**src/pgs_pkg.sv**
```systemverilog
// ----------------------------------------------------------------------------
// pgs_pkg
// Shared types and constants for the process grid split block.
// ----------------------------------------------------------------------------
package pgs_pkg;

    localparam int MAX_PROCS_DEF = 64;
    localparam int PTS_W         = 16;
    localparam int PROCS_W       = 7;
    localparam int SUB_W         = 6;

    typedef enum logic [3:0] {
        ST_IDLE,
        ST_CAND,
        ST_DIVP,
        ST_DIVX,
        ST_DIVY,
        ST_EVAL,
        ST_BEST,
        ST_SETUP,
        ST_DIVSX,
        ST_DIVSY,
        ST_EMIT
    } pgs_state_t;

    // controller -> datapath
    typedef struct packed {
        logic load;      // latch input word
        logic cand_init; // px <= 1
        logic cand_next; // px <= px + 1
        logic div_start; // start the shared divider
        logic [1:0] div_sel;
        logic eval;      // latch ratio test results
        logic take_best;
        logic setup;     // pick grid
        logic emit_init;
        logic emit_next;
        logic out_load;
    } pgs_cmd_t;

    localparam logic [1:0] DSEL_P  = 2'd0;
    localparam logic [1:0] DSEL_X  = 2'd1;
    localparam logic [1:0] DSEL_Y  = 2'd2;
    localparam logic [1:0] DSEL_SX = 2'd3;

    // datapath -> controller
    typedef struct packed {
        logic div_done;
        logic cand_last;  // px == p
        logic divides;
        logic fits;
        logic better;
        logic emit_last;
    } pgs_stat_t;

endpackage

```
**src/pgs_if.sv**
```systemverilog
// ----------------------------------------------------------------------------
// pgs_in_if / pgs_out_if
// Valid/ready channels for the process grid split block.
// ----------------------------------------------------------------------------
interface pgs_in_if;
    logic        valid;
    logic        ready;
    logic [15:0] m_points;
    logic [15:0] n_points;
    logic [6:0]  procs;
    modport source (output valid, m_points, n_points, procs, input ready);
    modport sink   (input valid, m_points, n_points, procs, output ready);
endinterface

interface pgs_out_if;
    logic        valid;
    logic        ready;
    logic [6:0]  grid_x;
    logic [6:0]  grid_y;
    logic        no_fit;
    logic [5:0]  sub_x;
    logic [5:0]  sub_y;
    logic [15:0] row_first;
    logic [15:0] row_last;
    logic [15:0] col_first;
    logic [15:0] col_last;
    logic        last_result;
    modport source (output valid, grid_x, grid_y, no_fit, sub_x, sub_y, row_first,
                    row_last, col_first, col_last, last_result, input ready);
    modport sink   (input valid, grid_x, grid_y, no_fit, sub_x, sub_y, row_first,
                    row_last, col_first, col_last, last_result, output ready);
endinterface

```
**src/pgs_div.sv**
```systemverilog
// ----------------------------------------------------------------------------
// pgs_div
// Restoring divider, one quotient bit per cycle, 16-bit dividend.
// ----------------------------------------------------------------------------
module pgs_div
(
    input  logic        clk,
    input  logic        rst_n,
    input  logic        start,
    input  logic [15:0] dividend,
    input  logic [6:0]  divisor,
    output logic        done,
    output logic [15:0] quot,
    output logic [6:0]  rem
);
    logic [15:0] q_reg, q_next;
    logic [6:0]  r_reg, r_next;
    logic [6:0]  d_reg, d_next;
    logic [4:0]  cnt_reg, cnt_next;
    logic        busy_reg, busy_next;
    logic        done_reg, done_next;
    logic [7:0]  trial;

    always_comb
    begin
        q_next    = q_reg;
        r_next    = r_reg;
        d_next    = d_reg;
        cnt_next  = cnt_reg;
        busy_next = busy_reg;
        done_next = 1'b0;
        trial     = {r_reg, q_reg[15]};
        if (start)
        begin
            q_next    = dividend;
            r_next    = '0;
            d_next    = divisor;
            cnt_next  = 5'd16;
            busy_next = 1'b1;
        end
        else if (busy_reg)
        begin
            if (trial >= {1'b0, d_reg})
            begin
                r_next = 7'(trial - {1'b0, d_reg});
                q_next = {q_reg[14:0], 1'b1};
            end
            else
            begin
                r_next = trial[6:0];
                q_next = {q_reg[14:0], 1'b0};
            end
            cnt_next = 5'(cnt_reg - 5'd1);
            if (cnt_reg == 5'd1)
            begin
                busy_next = 1'b0;
                done_next = 1'b1;
            end
        end
    end

    always_ff @(posedge clk or negedge rst_n)
    begin
        if (!rst_n)
        begin
            busy_reg <= 1'b0;
            done_reg <= 1'b0;
            cnt_reg  <= '0;
        end
        else
        begin
            busy_reg <= busy_next;
            done_reg <= done_next;
            cnt_reg  <= cnt_next;
        end
    end

    always_ff @(posedge clk)
    begin
        q_reg <= q_next;
        r_reg <= r_next;
        d_reg <= d_next;
    end

    assign done = done_reg;
    assign quot = q_reg;
    assign rem  = r_reg;
endmodule

```
**src/pgs_datapath.sv**
```systemverilog
// ----------------------------------------------------------------------------
// pgs_datapath
// Candidate registers, ratio tests, best tracking and bound stepping.
// ----------------------------------------------------------------------------
module pgs_datapath
#(
    parameter int MAX_PROCS = pgs_pkg::MAX_PROCS_DEF
)
(
    input  logic             clk,
    input  logic             rst_n,
    input  pgs_pkg::pgs_cmd_t  cmd,
    output pgs_pkg::pgs_stat_t stat,
    pgs_in_if.sink           in_ch,
    pgs_out_if.source        out_ch,
    input  logic             out_valid
);
    import pgs_pkg::*;

    // procs is 7 bits wide, so any limit past 127 never clips
    localparam logic [6:0] MAXP = (MAX_PROCS > 127) ? 7'd127 : 7'(MAX_PROCS);

    logic [15:0] nx_reg, ny_reg;
    logic [6:0]  p_reg, px_reg, py_reg;
    logic [15:0] fx_reg, ux_reg, fy_reg, uy_reg;
    logic        ok_reg;
    logic [15:0] hn_reg, hd_reg;
    logic        found_reg;
    logic [15:0] bn_reg, bd_reg;
    logic [6:0]  bx_reg, by_reg, gx_reg, gy_reg;
    logic [15:0] bsx_reg, bsy_reg;
    logic [6:0]  rmx_reg, rmy_reg;
    logic [5:0]  cx_reg, cy_reg;
    logic [15:0] rf_reg, cf_reg;
    logic [1:0]  cap_sel_reg;   // what the running divide is for
    logic        cap_sy_reg;

    logic        dv_done;
    logic [15:0] dv_q, dv_a;
    logic [6:0]  dv_r, dv_d;
    logic [15:0] mi, ni;
    logic [6:0]  pi;

    assign mi = (in_ch.m_points >= 16'd1) ? 16'(in_ch.m_points - 16'd1) : '0;
    assign ni = (in_ch.n_points >= 16'd1) ? 16'(in_ch.n_points - 16'd1) : '0;
    always_comb
    begin
        pi = in_ch.procs;
        if (pi == 7'd0)
            pi = 7'd1;
        if (pi > MAXP)
            pi = MAXP;
    end

    // x split divide starts on the same edge that loads gx, so use its source
    always_comb
    begin
        case (cmd.div_sel)
            DSEL_P:  begin dv_a = {9'd0, p_reg}; dv_d = px_reg; end
            DSEL_X:  begin dv_a = nx_reg;        dv_d = px_reg; end
            DSEL_Y:  begin dv_a = ny_reg;        dv_d = py_reg; end
            default: begin dv_a = nx_reg;        dv_d = found_reg ? bx_reg : 7'd1; end
        endcase
    end

    pgs_div u_div (
        .clk(clk), .rst_n(rst_n), .start(cmd.div_start),
        .dividend(cmd.emit_init ? ny_reg : dv_a),
        .divisor(cmd.emit_init ? gy_reg : dv_d),
        .done(dv_done), .quot(dv_q), .rem(dv_r)
    );

    // ratio test on latched shares
    logic [15:0] n1, d1, n2, d2, hn, hd, ln, ld;
    logic [31:0] c1, c2;
    always_comb
    begin
        n1 = ux_reg;
        d1 = (fy_reg == 16'd0) ? 16'd1 : fy_reg;
        n2 = fx_reg;
        d2 = (uy_reg == 16'd0) ? 16'd1 : uy_reg;
        c1 = n1 * d2;
        c2 = n2 * d1;
        if (c1 >= c2)
        begin
            hn = n1; hd = d1; ln = n2; ld = d2;
        end
        else
        begin
            hn = n2; hd = d2; ln = n1; ld = d1;
        end
    end

    logic [31:0] b1, b2;
    assign b1 = hn_reg * bd_reg;
    assign b2 = bn_reg * hd_reg;

    always_ff @(posedge clk)
    begin
        if (cmd.load)
        begin
            nx_reg <= mi;
            ny_reg <= ni;
            p_reg  <= pi;
        end
        if (cmd.cand_init)
            px_reg <= 7'd1;
        else if (cmd.cand_next)
            px_reg <= 7'(px_reg + 7'd1);
        if (cmd.div_start)
        begin
            cap_sel_reg <= cmd.div_sel;
            cap_sy_reg  <= cmd.emit_init;
        end
        if (dv_done)
        begin
            case (cap_sel_reg)
                DSEL_P:
                begin
                    py_reg <= dv_q[6:0];
                end
                DSEL_X:
                begin
                    fx_reg <= dv_q;
                    ux_reg <= 16'(dv_q + {15'd0, dv_r != 7'd0});
                end
                DSEL_Y:
                begin
                    fy_reg <= dv_q;
                    uy_reg <= 16'(dv_q + {15'd0, dv_r != 7'd0});
                end
                default:
                begin
                    if (cap_sy_reg)
                    begin
                        bsy_reg <= dv_q;
                        rmy_reg <= dv_r;
                    end
                    else
                    begin
                        bsx_reg <= dv_q;
                        rmx_reg <= dv_r;
                    end
                end
            endcase
        end
        if (cmd.eval)
        begin
            ok_reg <= ({16'd0, hn} <= {15'd0, hd, 1'b0}) && ({15'd0, ln, 1'b0} >= {16'd0, ld});
            hn_reg <= hn;
            hd_reg <= hd;
        end
        if (cmd.take_best)
        begin
            bn_reg <= hn_reg;
            bd_reg <= hd_reg;
            bx_reg <= px_reg;
            by_reg <= py_reg;
        end
        if (cmd.setup)
        begin
            gx_reg <= found_reg ? bx_reg : 7'd1;
            gy_reg <= found_reg ? by_reg : p_reg;
        end
        if (cmd.emit_init)
        begin
            cx_reg <= '0;
            cy_reg <= '0;
            rf_reg <= 16'd1;
            cf_reg <= 16'd1;
        end
        else if (cmd.emit_next)
        begin
            if ({1'b0, cy_reg} == 7'(gy_reg - 7'd1))
            begin
                cy_reg <= '0;
                cf_reg <= 16'd1;
                cx_reg <= 6'(cx_reg + 6'd1);
                rf_reg <= 16'(rf_reg + bsx_reg + {15'd0, {1'b0, cx_reg} < rmx_reg});
            end
            else
            begin
                cy_reg <= 6'(cy_reg + 6'd1);
                cf_reg <= 16'(cf_reg + bsy_reg + {15'd0, {1'b0, cy_reg} < rmy_reg});
            end
        end
    end

    always_ff @(posedge clk or negedge rst_n)
    begin
        if (!rst_n)
            found_reg <= 1'b0;
        else if (cmd.load)
            found_reg <= 1'b0;
        else if (cmd.take_best)
            found_reg <= 1'b1;
    end

    logic [15:0] rl, cl;
    logic        lst;
    assign rl  = 16'(rf_reg + bsx_reg + {15'd0, {1'b0, cx_reg} < rmx_reg} - 16'd1);
    assign cl  = 16'(cf_reg + bsy_reg + {15'd0, {1'b0, cy_reg} < rmy_reg} - 16'd1);
    assign lst = ({1'b0, cx_reg} == 7'(gx_reg - 7'd1))
              && ({1'b0, cy_reg} == 7'(gy_reg - 7'd1));

    always_ff @(posedge clk)
    begin
        if (cmd.out_load)
        begin
            out_ch.grid_x      <= gx_reg;
            out_ch.grid_y      <= gy_reg;
            out_ch.no_fit      <= ~found_reg;
            out_ch.sub_x       <= cx_reg;
            out_ch.sub_y       <= cy_reg;
            out_ch.row_first   <= rf_reg;
            out_ch.row_last    <= rl;
            out_ch.col_first   <= cf_reg;
            out_ch.col_last    <= cl;
            out_ch.last_result <= lst;
        end
    end

    assign out_ch.valid   = out_valid;
    assign stat.div_done  = dv_done;
    assign stat.cand_last = (px_reg == p_reg);
    // remainder is final while done is high
    assign stat.divides   = (dv_r == 7'd0);
    assign stat.fits      = ok_reg;
    assign stat.better    = ~found_reg || (b1 < b2);
    assign stat.emit_last = lst;
endmodule

```
**src/pgs_ctrl.sv**
```systemverilog
// ----------------------------------------------------------------------------
// pgs_ctrl
// Sequencer: divisor search, grid set-up, then one word per subdomain.
// ----------------------------------------------------------------------------
module pgs_ctrl
(
    input  logic               clk,
    input  logic               rst_n,
    input  logic               in_valid,
    output logic               in_ready,
    input  logic               out_ready,
    output logic               out_valid,
    input  pgs_pkg::pgs_stat_t stat,
    output pgs_pkg::pgs_cmd_t  cmd
);
    import pgs_pkg::*;

    pgs_state_t st_reg, st_next;
    logic       ov_reg, ov_next;
    logic       last_reg, last_next;

    // output register free: empty, or being taken now
    logic ofree;
    assign ofree = ~ov_reg | out_ready;

    // CAND is a gap state so the divider sees the updated px and inputs
    always_comb
    begin
        st_next = st_reg;
        case (st_reg)
            ST_IDLE:  if (in_valid) st_next = ST_CAND;
            ST_CAND:  st_next = ST_DIVP;
            ST_DIVP:  if (stat.div_done) st_next = stat.divides ? ST_DIVX : ST_BEST;
            ST_DIVX:  if (stat.div_done) st_next = ST_DIVY;
            ST_DIVY:  if (stat.div_done) st_next = ST_EVAL;
            ST_EVAL:  st_next = ST_BEST;
            ST_BEST:  st_next = stat.cand_last ? ST_SETUP : ST_CAND;
            ST_SETUP: st_next = ST_DIVSX;
            ST_DIVSX: if (stat.div_done) st_next = ST_DIVSY;
            ST_DIVSY: if (stat.div_done) st_next = ST_EMIT;
            ST_EMIT:  if (ofree && last_reg) st_next = ST_IDLE;
            default:  st_next = ST_IDLE;
        endcase
    end

    // evaluate flag: DIVP passes through BEST without a fit check
    logic tested_reg, tested_next;

    always_comb
    begin
        cmd       = '0;
        cmd.div_sel = DSEL_P;
        in_ready  = 1'b0;
        ov_next   = ov_reg & ~out_ready;
        last_next = last_reg;
        tested_next = tested_reg;
        case (st_reg)
            ST_IDLE:
            begin
                in_ready      = 1'b1;
                cmd.load      = in_valid;
                cmd.cand_init = in_valid;
                last_next     = 1'b0;
            end
            ST_DIVP:
            begin
                cmd.div_sel = DSEL_P;
                tested_next = 1'b0;
            end
            ST_DIVX: cmd.div_sel = DSEL_X;
            ST_DIVY: cmd.div_sel = DSEL_Y;
            ST_EVAL:
            begin
                cmd.eval    = 1'b1;
                tested_next = 1'b1;
            end
            ST_BEST:
            begin
                cmd.take_best = tested_reg & stat.fits & stat.better;
                cmd.cand_next = ~stat.cand_last;
            end
            ST_SETUP:
            begin
                cmd.setup = 1'b1;
            end
            ST_DIVSX: cmd.div_sel = DSEL_SX;
            ST_DIVSY:
            begin
                cmd.div_sel   = DSEL_SX;
                cmd.emit_init = 1'b1;
            end
            ST_EMIT:
            begin
                if (ofree && !last_reg)
                begin
                    cmd.out_load  = 1'b1;
                    cmd.emit_next = ~stat.emit_last;
                    ov_next       = 1'b1;
                    last_next     = stat.emit_last;
                end
            end
            default: ;
        endcase
        // divider kick on entry into each divide state
        if (st_next != st_reg &&
            (st_next == ST_DIVP || st_next == ST_DIVX || st_next == ST_DIVY ||
             st_next == ST_DIVSX || st_next == ST_DIVSY))
        begin
            cmd.div_start = 1'b1;
            case (st_next)
                ST_DIVP:  cmd.div_sel = DSEL_P;
                ST_DIVX:  cmd.div_sel = DSEL_X;
                ST_DIVY:  cmd.div_sel = DSEL_Y;
                default:  cmd.div_sel = DSEL_SX;
            endcase
            cmd.emit_init = (st_next == ST_DIVSY);
        end
        if (st_reg == ST_DIVSY && !stat.div_done)
            cmd.emit_init = 1'b1;
        if (st_reg == ST_DIVSY && stat.div_done)
            cmd.emit_init = 1'b1;
    end

    always_ff @(posedge clk or negedge rst_n)
    begin
        if (!rst_n)
        begin
            st_reg     <= ST_IDLE;
            ov_reg     <= 1'b0;
            last_reg   <= 1'b0;
            tested_reg <= 1'b0;
        end
        else
        begin
            st_reg     <= st_next;
            ov_reg     <= ov_next;
            last_reg   <= last_next;
            tested_reg <= tested_next;
        end
    end

    assign out_valid = ov_reg;

`ifndef NO_ASSERTIONS
    a_no_in_busy: assert property (@(posedge clk) disable iff (!rst_n)
        in_ready |-> st_reg == ST_IDLE)
        else $error("input taken while busy");
    a_load_emit: assert property (@(posedge clk) disable iff (!rst_n)
        cmd.out_load |-> st_reg == ST_EMIT)
        else $error("output load outside emit");
    a_hold: assert property (@(posedge clk) disable iff (!rst_n)
        (ov_reg && !out_ready) |=> ov_reg)
        else $error("result dropped");
`endif
endmodule

```
**src/process_grid_split.sv**
```systemverilog
// ----------------------------------------------------------------------------
// process_grid_split
// Chooses a process grid for P processes and emits the even split bounds.
// ----------------------------------------------------------------------------
// One input word (m_points, n_points, procs) produces grid_x*grid_y result
// words, sub_x outer and sub_y inner, last_result marking the final one.
// The block works on one word at a time: the divisor search runs every
// candidate px = 1..P through a shared restoring divider (P/px, then nx/px
// and ny/py for true divisors). Two more divides set up the split, then one
// result word per cycle while the sink keeps taking them. in.ready is high
// only between input words; the output register holds a result until taken.
module process_grid_split
#(
    parameter int MAX_PROCS = pgs_pkg::MAX_PROCS_DEF
)
(
    input logic       clk,
    input logic       rst_n,
    pgs_in_if.sink    in_ch,
    pgs_out_if.source out_ch
);
    import pgs_pkg::*;

    pgs_cmd_t  cmd;
    pgs_stat_t stat;
    logic      ov;

    pgs_ctrl u_ctrl (
        .clk(clk), .rst_n(rst_n),
        .in_valid(in_ch.valid), .in_ready(in_ch.ready),
        .out_ready(out_ch.ready), .out_valid(ov),
        .stat(stat), .cmd(cmd)
    );

    pgs_datapath #(.MAX_PROCS(MAX_PROCS)) u_dp (
        .clk(clk), .rst_n(rst_n), .cmd(cmd), .stat(stat),
        .in_ch(in_ch), .out_ch(out_ch), .out_valid(ov)
    );
endmodule

```
**src/flat_wrapper.sv**
```systemverilog
// flat-port wrapper written by rule: the top's interface ports become plain ports
module process_grid_split_flat import pgs_pkg::*;
#(
    parameter int MAX_PROCS = pgs_pkg::MAX_PROCS_DEF
)
  (clk, rst_n, in_ch_valid, in_ch_m_points, in_ch_n_points, in_ch_procs, in_ch_ready, out_ch_valid, out_ch_grid_x, out_ch_grid_y, out_ch_no_fit, out_ch_sub_x, out_ch_sub_y, out_ch_row_first, out_ch_row_last, out_ch_col_first, out_ch_col_last, out_ch_last_result, out_ch_ready);
  pgs_in_if in_ch_i ();
  pgs_out_if out_ch_i ();
  input logic clk;
  input logic rst_n;
  input wire logic [$bits(in_ch_i.valid)-1:0] in_ch_valid;
  input wire logic [$bits(in_ch_i.m_points)-1:0] in_ch_m_points;
  input wire logic [$bits(in_ch_i.n_points)-1:0] in_ch_n_points;
  input wire logic [$bits(in_ch_i.procs)-1:0] in_ch_procs;
  output wire logic [$bits(in_ch_i.ready)-1:0] in_ch_ready;
  output wire logic [$bits(out_ch_i.valid)-1:0] out_ch_valid;
  output wire logic [$bits(out_ch_i.grid_x)-1:0] out_ch_grid_x;
  output wire logic [$bits(out_ch_i.grid_y)-1:0] out_ch_grid_y;
  output wire logic [$bits(out_ch_i.no_fit)-1:0] out_ch_no_fit;
  output wire logic [$bits(out_ch_i.sub_x)-1:0] out_ch_sub_x;
  output wire logic [$bits(out_ch_i.sub_y)-1:0] out_ch_sub_y;
  output wire logic [$bits(out_ch_i.row_first)-1:0] out_ch_row_first;
  output wire logic [$bits(out_ch_i.row_last)-1:0] out_ch_row_last;
  output wire logic [$bits(out_ch_i.col_first)-1:0] out_ch_col_first;
  output wire logic [$bits(out_ch_i.col_last)-1:0] out_ch_col_last;
  output wire logic [$bits(out_ch_i.last_result)-1:0] out_ch_last_result;
  input wire logic [$bits(out_ch_i.ready)-1:0] out_ch_ready;
  assign in_ch_i.valid = in_ch_valid;
  assign in_ch_i.m_points = in_ch_m_points;
  assign in_ch_i.n_points = in_ch_n_points;
  assign in_ch_i.procs = in_ch_procs;
  assign in_ch_ready = in_ch_i.ready;
  assign out_ch_valid = out_ch_i.valid;
  assign out_ch_grid_x = out_ch_i.grid_x;
  assign out_ch_grid_y = out_ch_i.grid_y;
  assign out_ch_no_fit = out_ch_i.no_fit;
  assign out_ch_sub_x = out_ch_i.sub_x;
  assign out_ch_sub_y = out_ch_i.sub_y;
  assign out_ch_row_first = out_ch_i.row_first;
  assign out_ch_row_last = out_ch_i.row_last;
  assign out_ch_col_first = out_ch_i.col_first;
  assign out_ch_col_last = out_ch_i.col_last;
  assign out_ch_last_result = out_ch_i.last_result;
  assign out_ch_i.ready = out_ch_ready;
  process_grid_split #(.MAX_PROCS(MAX_PROCS)) u_core (.clk(clk), .rst_n(rst_n), .in_ch(in_ch_i), .out_ch(out_ch_i));
endmodule
```
**config.mk**
```make
export PLATFORM = sky130hd
export DESIGN_NAME = process_grid_split_flat
export DESIGN_NICKNAME = d
export VERILOG_FILES = /design/src/pgs_pkg.sv /design/src/pgs_if.sv /design/src/pgs_div.sv /design/src/pgs_datapath.sv /design/src/pgs_ctrl.sv /design/src/process_grid_split.sv /design/src/flat_wrapper.sv
export SDC_FILE = /design/constraint.sdc
export NUM_CORES = 2
export LEC_CHECK = 0
export ABC_AREA = 1
export ABC_CLOCK_PERIOD_IN_PS = 12700
export BUFFER_PORTS_ARGS = -buffer_cell sky130_fd_sc_hd__buf_2
export CORE_AREA = 8 8 346 348
export CTS_CLUSTER_SIZE = 28
export DETAILED_ROUTE_END_ITERATION = 12
export DIE_AREA = 0 0 354 356
export PLACE_DENSITY = 0.7
export SYNTH_ARGS = -nofsm -noshare
export SYNTH_HDL_FRONTEND = slang
export SYNTH_SLANG_ARGS = --single-unit
```
**constraint.sdc**
```tcl
create_clock -name clk -period 12.7 [get_ports clk]
set_clock_uncertainty 0.2 [all_clocks]
set_input_delay 1.905 -clock clk [delete_from_list [all_inputs] [get_ports clk]]
set_output_delay 1.905 -clock clk [all_outputs]
set_load 0.01 [all_outputs]
```
==> out/summary.txt <==
Synth Net Count: 8091
TritonCTS clock tree: built
Core Rows: 124
Vias in the first global route: 45.28k
First-pass GRT wire length: 239.5 mm
Reg2reg start: u_core.u_dp.fy_reg[7]
P per Cell Area: 159.9 mW/mm²
Overall Global Routing Usage: 0.2349
Post-route cell area: 0.06000 mm²
Vias: 43.06k
Area of the die: 0.1260 mm²
Crit share post-route: 0.8442
Max Freq: 93.28 MHz
Clock Tree Buf Depth: 3
H-tree Lvls: 2
Crit path time final: 10.72 ns
IO buf count: 136
Slowest-stage cell, CP: edfxtp_1
Hpwl dp: 117.2 mm
Share of layout cells above drive strength 1: 0.04923
Post-Syn Instances: 6698
Seq/Total Area, Yosys: 0.2216
Area growth from synthesis to layout: 5.870%
Hold WC Path Type: flip-flop to flip-flop
Final Slew Violations: 0
DP Area: 0.05835 mm²
Worst r2r path cells: 42
Slowest stage delay, CP: 0.96 ns
Design Power: 9.596 mW
Critical Path End: u_core.u_dp.ok_reg
Critical path endpoint category: flip-flop
Core footprint: 0.1139 mm²
Async SR Flop Fraction: 0.03409
Fillers: 10.52k
Slew HR: 0.2106
Area contributors post-synth: fa_1, edfxtp_1, ha_1
Most used cell, CP: nand2_1
Starting Density: 0.4977
Routed vias/inst: 5.266
NumNets Final: 8015
Initial antenna violation count: 8
Clock root cell: clkbuf_16
Worst path required time: 12.86 ns
Primary FF master, synth: edfxtp_1
RSZ-0062 raised after global routing: no
TritonRoute pass-1 iters: 6
Post-synth EDFFs: 367
Area of the mapped netlist: 0.05668 mm²
Final ANT Viol Nets: 0
WL per Instance: 18.04 µm
Commonest cells in the netlist: inv_1, nand2_1, fa_1, ha_1, edfxtp_1
Final Hold Viols: 0
Critical path class: flip-flop to flip-flop
GRT overflow: 0
Worst Setup SP: u_core.u_dp.fy_reg[7]
Final Setup Violations: 0
Arr. time, crit path: 10.88 ns
Clock sinks: 440
Leading area contributor after synthesis: fa_1
Status: finished clean
Least-Margin Pin Slew: 1.166 ns
Setup Buffers After CTS: 0
Post-synth top area share: 0.2759
Top-count cell post-synth: inv_1
Die height: 356 µm
Synth unique cells: 62
Clock Latency Late Sink: 0.61 ns
Reg-to-reg critical path endpoint: u_core.u_dp.ok_reg
Cts bufs inserted: 49
GP Congestion: 0.9496
Die width: 354 µm
Yosys reg bits: 440
CTS clk-pin slew, worst paths: 0.07 ns
Final WL: 147.5 mm
Nature of the critical path startpoint: flip-flop
Iter 0 DRT Violations: 2779
Utilization after layout: 0.5269
Largest net degree at the start of global routing: 84
Reg2Reg Setup Slack: 1.98 ns
Cts hold-fix bufs: 0
Post-cts gate resize count: 0
Top Ports: 137
Crit path max fanout: 83
Peak VDD IR: 0.0002341 V
# DRC: 0
Yosys warning count: 0
Mean area per synthesized cell: 8.462 µm²
MaxCap Viol Count: 0
Pleak: 31.78 nW
Final setup TNS: 0 ns
[metrics by stage]
step / instances / worst slack (ns) / hold WS [ns]
after global routing: 8174 / 1.217 / 0.2615
final: 8177 / 1.979 / 0.2509
after global placement: 8083 / 2.321 / 0.2319
after floorplan: 6698 / 3.394 / 0.2244
after CTS: 8174 / 2.151 / 0.2463
after detailed placement: 8083 / 2.186 / 0.2326
[final cells by class]
cell class | count | area, µm² | share of cell area
Antenna cell | 3 | 7.507 | 0.0001251
Clock buffer | 67 | 1428 | 0.02379
Clock inverter | 24 | 212.7 | 0.003545
Inverter | 1658 | 6227 | 0.1038
Multi-Input combinational cell | 4307 | 36770 | 0.6129
Sequential cell | 440 | 12560 | 0.2093
Tap cell | 1512 | 1892 | 0.03153
Timing Repair Buffer | 166 | 905.9 | 0.01510
[placed cells by master, fill, tap and decap left out, drive strengths merged, types with 9 or more instances in the layout]
cell	count
buf	166
dfxtp	58
xnor2	101
nor4	27
nor3	41
o21a	13
nor2	265
edfxtp	367
clkbuf	67
ha	569
inv	1658
nand3	133
or2	17
a31oi	9
nand4	64
o21ai	183
clkinv	19
xor2	129
a21oi	274
dfrtp	15
fa	781
a21o	17
nand2	1608
o21bai	12
a211oi	13
[power breakdown]
part           switching, mW  internal (mW)
clock network          0.612          0.818
logic                   3.74           2.23
registers              0.293           1.90
[cell families after synthesis]
family / after synthesis / share of synthesized area
buffers and inverters: 1951 / 0.1303
flip-flops: 440 / 0.2216
XOR/XNOR: 230 / 0.03568
AND/OR/NAND/NOR: 2164 / 0.1555
adder cells (fa/ha/maj): 1350 / 0.4015
AO/OA/AOI/OAI: 563 / 0.05548
[worst min path at each step]
| stage | start | to | slack, ns | depth (start not counted) |
|---|---|---|---|---|
| after detailed placement | u_core.u_dp.py_reg[3] | u_core.u_dp.by_reg[3] | 0.23 | 0 |
| final | u_core.u_dp.py_reg[3] | u_core.u_dp.by_reg[3] | 0.25 | 0 |
| after global placement | u_core.u_dp.py_reg[3] | u_core.u_dp.by_reg[3] | 0.23 | 0 |
| after CTS | u_core.u_dp.py_reg[3] | u_core.u_dp.by_reg[3] | 0.25 | 0 |
| after global routing | u_core.u_dp.py_reg[1] | u_core.u_dp.by_reg[1] | 0.26 | 0 |
| after floorplan | u_core.u_dp.hd_reg[0] | u_core.u_dp.bd_reg[0] | 0.22 | 0 |
[layer usage]
metal | vias up | part of all wire | GRT usage
met5 | - | 0.00014 | 0
met4 | 4 | 0.036 | 0.08219
met3 | 340 | 0.075 | 0.03884
met2 | 1573 | 0.48 | 0.4019
met1 | 21080 | 0.41 | 0.3016
li1 | 20070 | - | -
[worst max-delay path: cells and delay by family, from the launching register on]
kind / cells / cell delay [ns]
buffers and inverters: 5 / 0.69
AND/OR/NAND/NOR: 19 / 3.21
flip-flops: 1 / 0.96
adder cells (fa/ha/maj): 9 / 4.13
AO/OA/AOI/OAI: 9 / 1.24
Power figures use the tool's default switching activity.
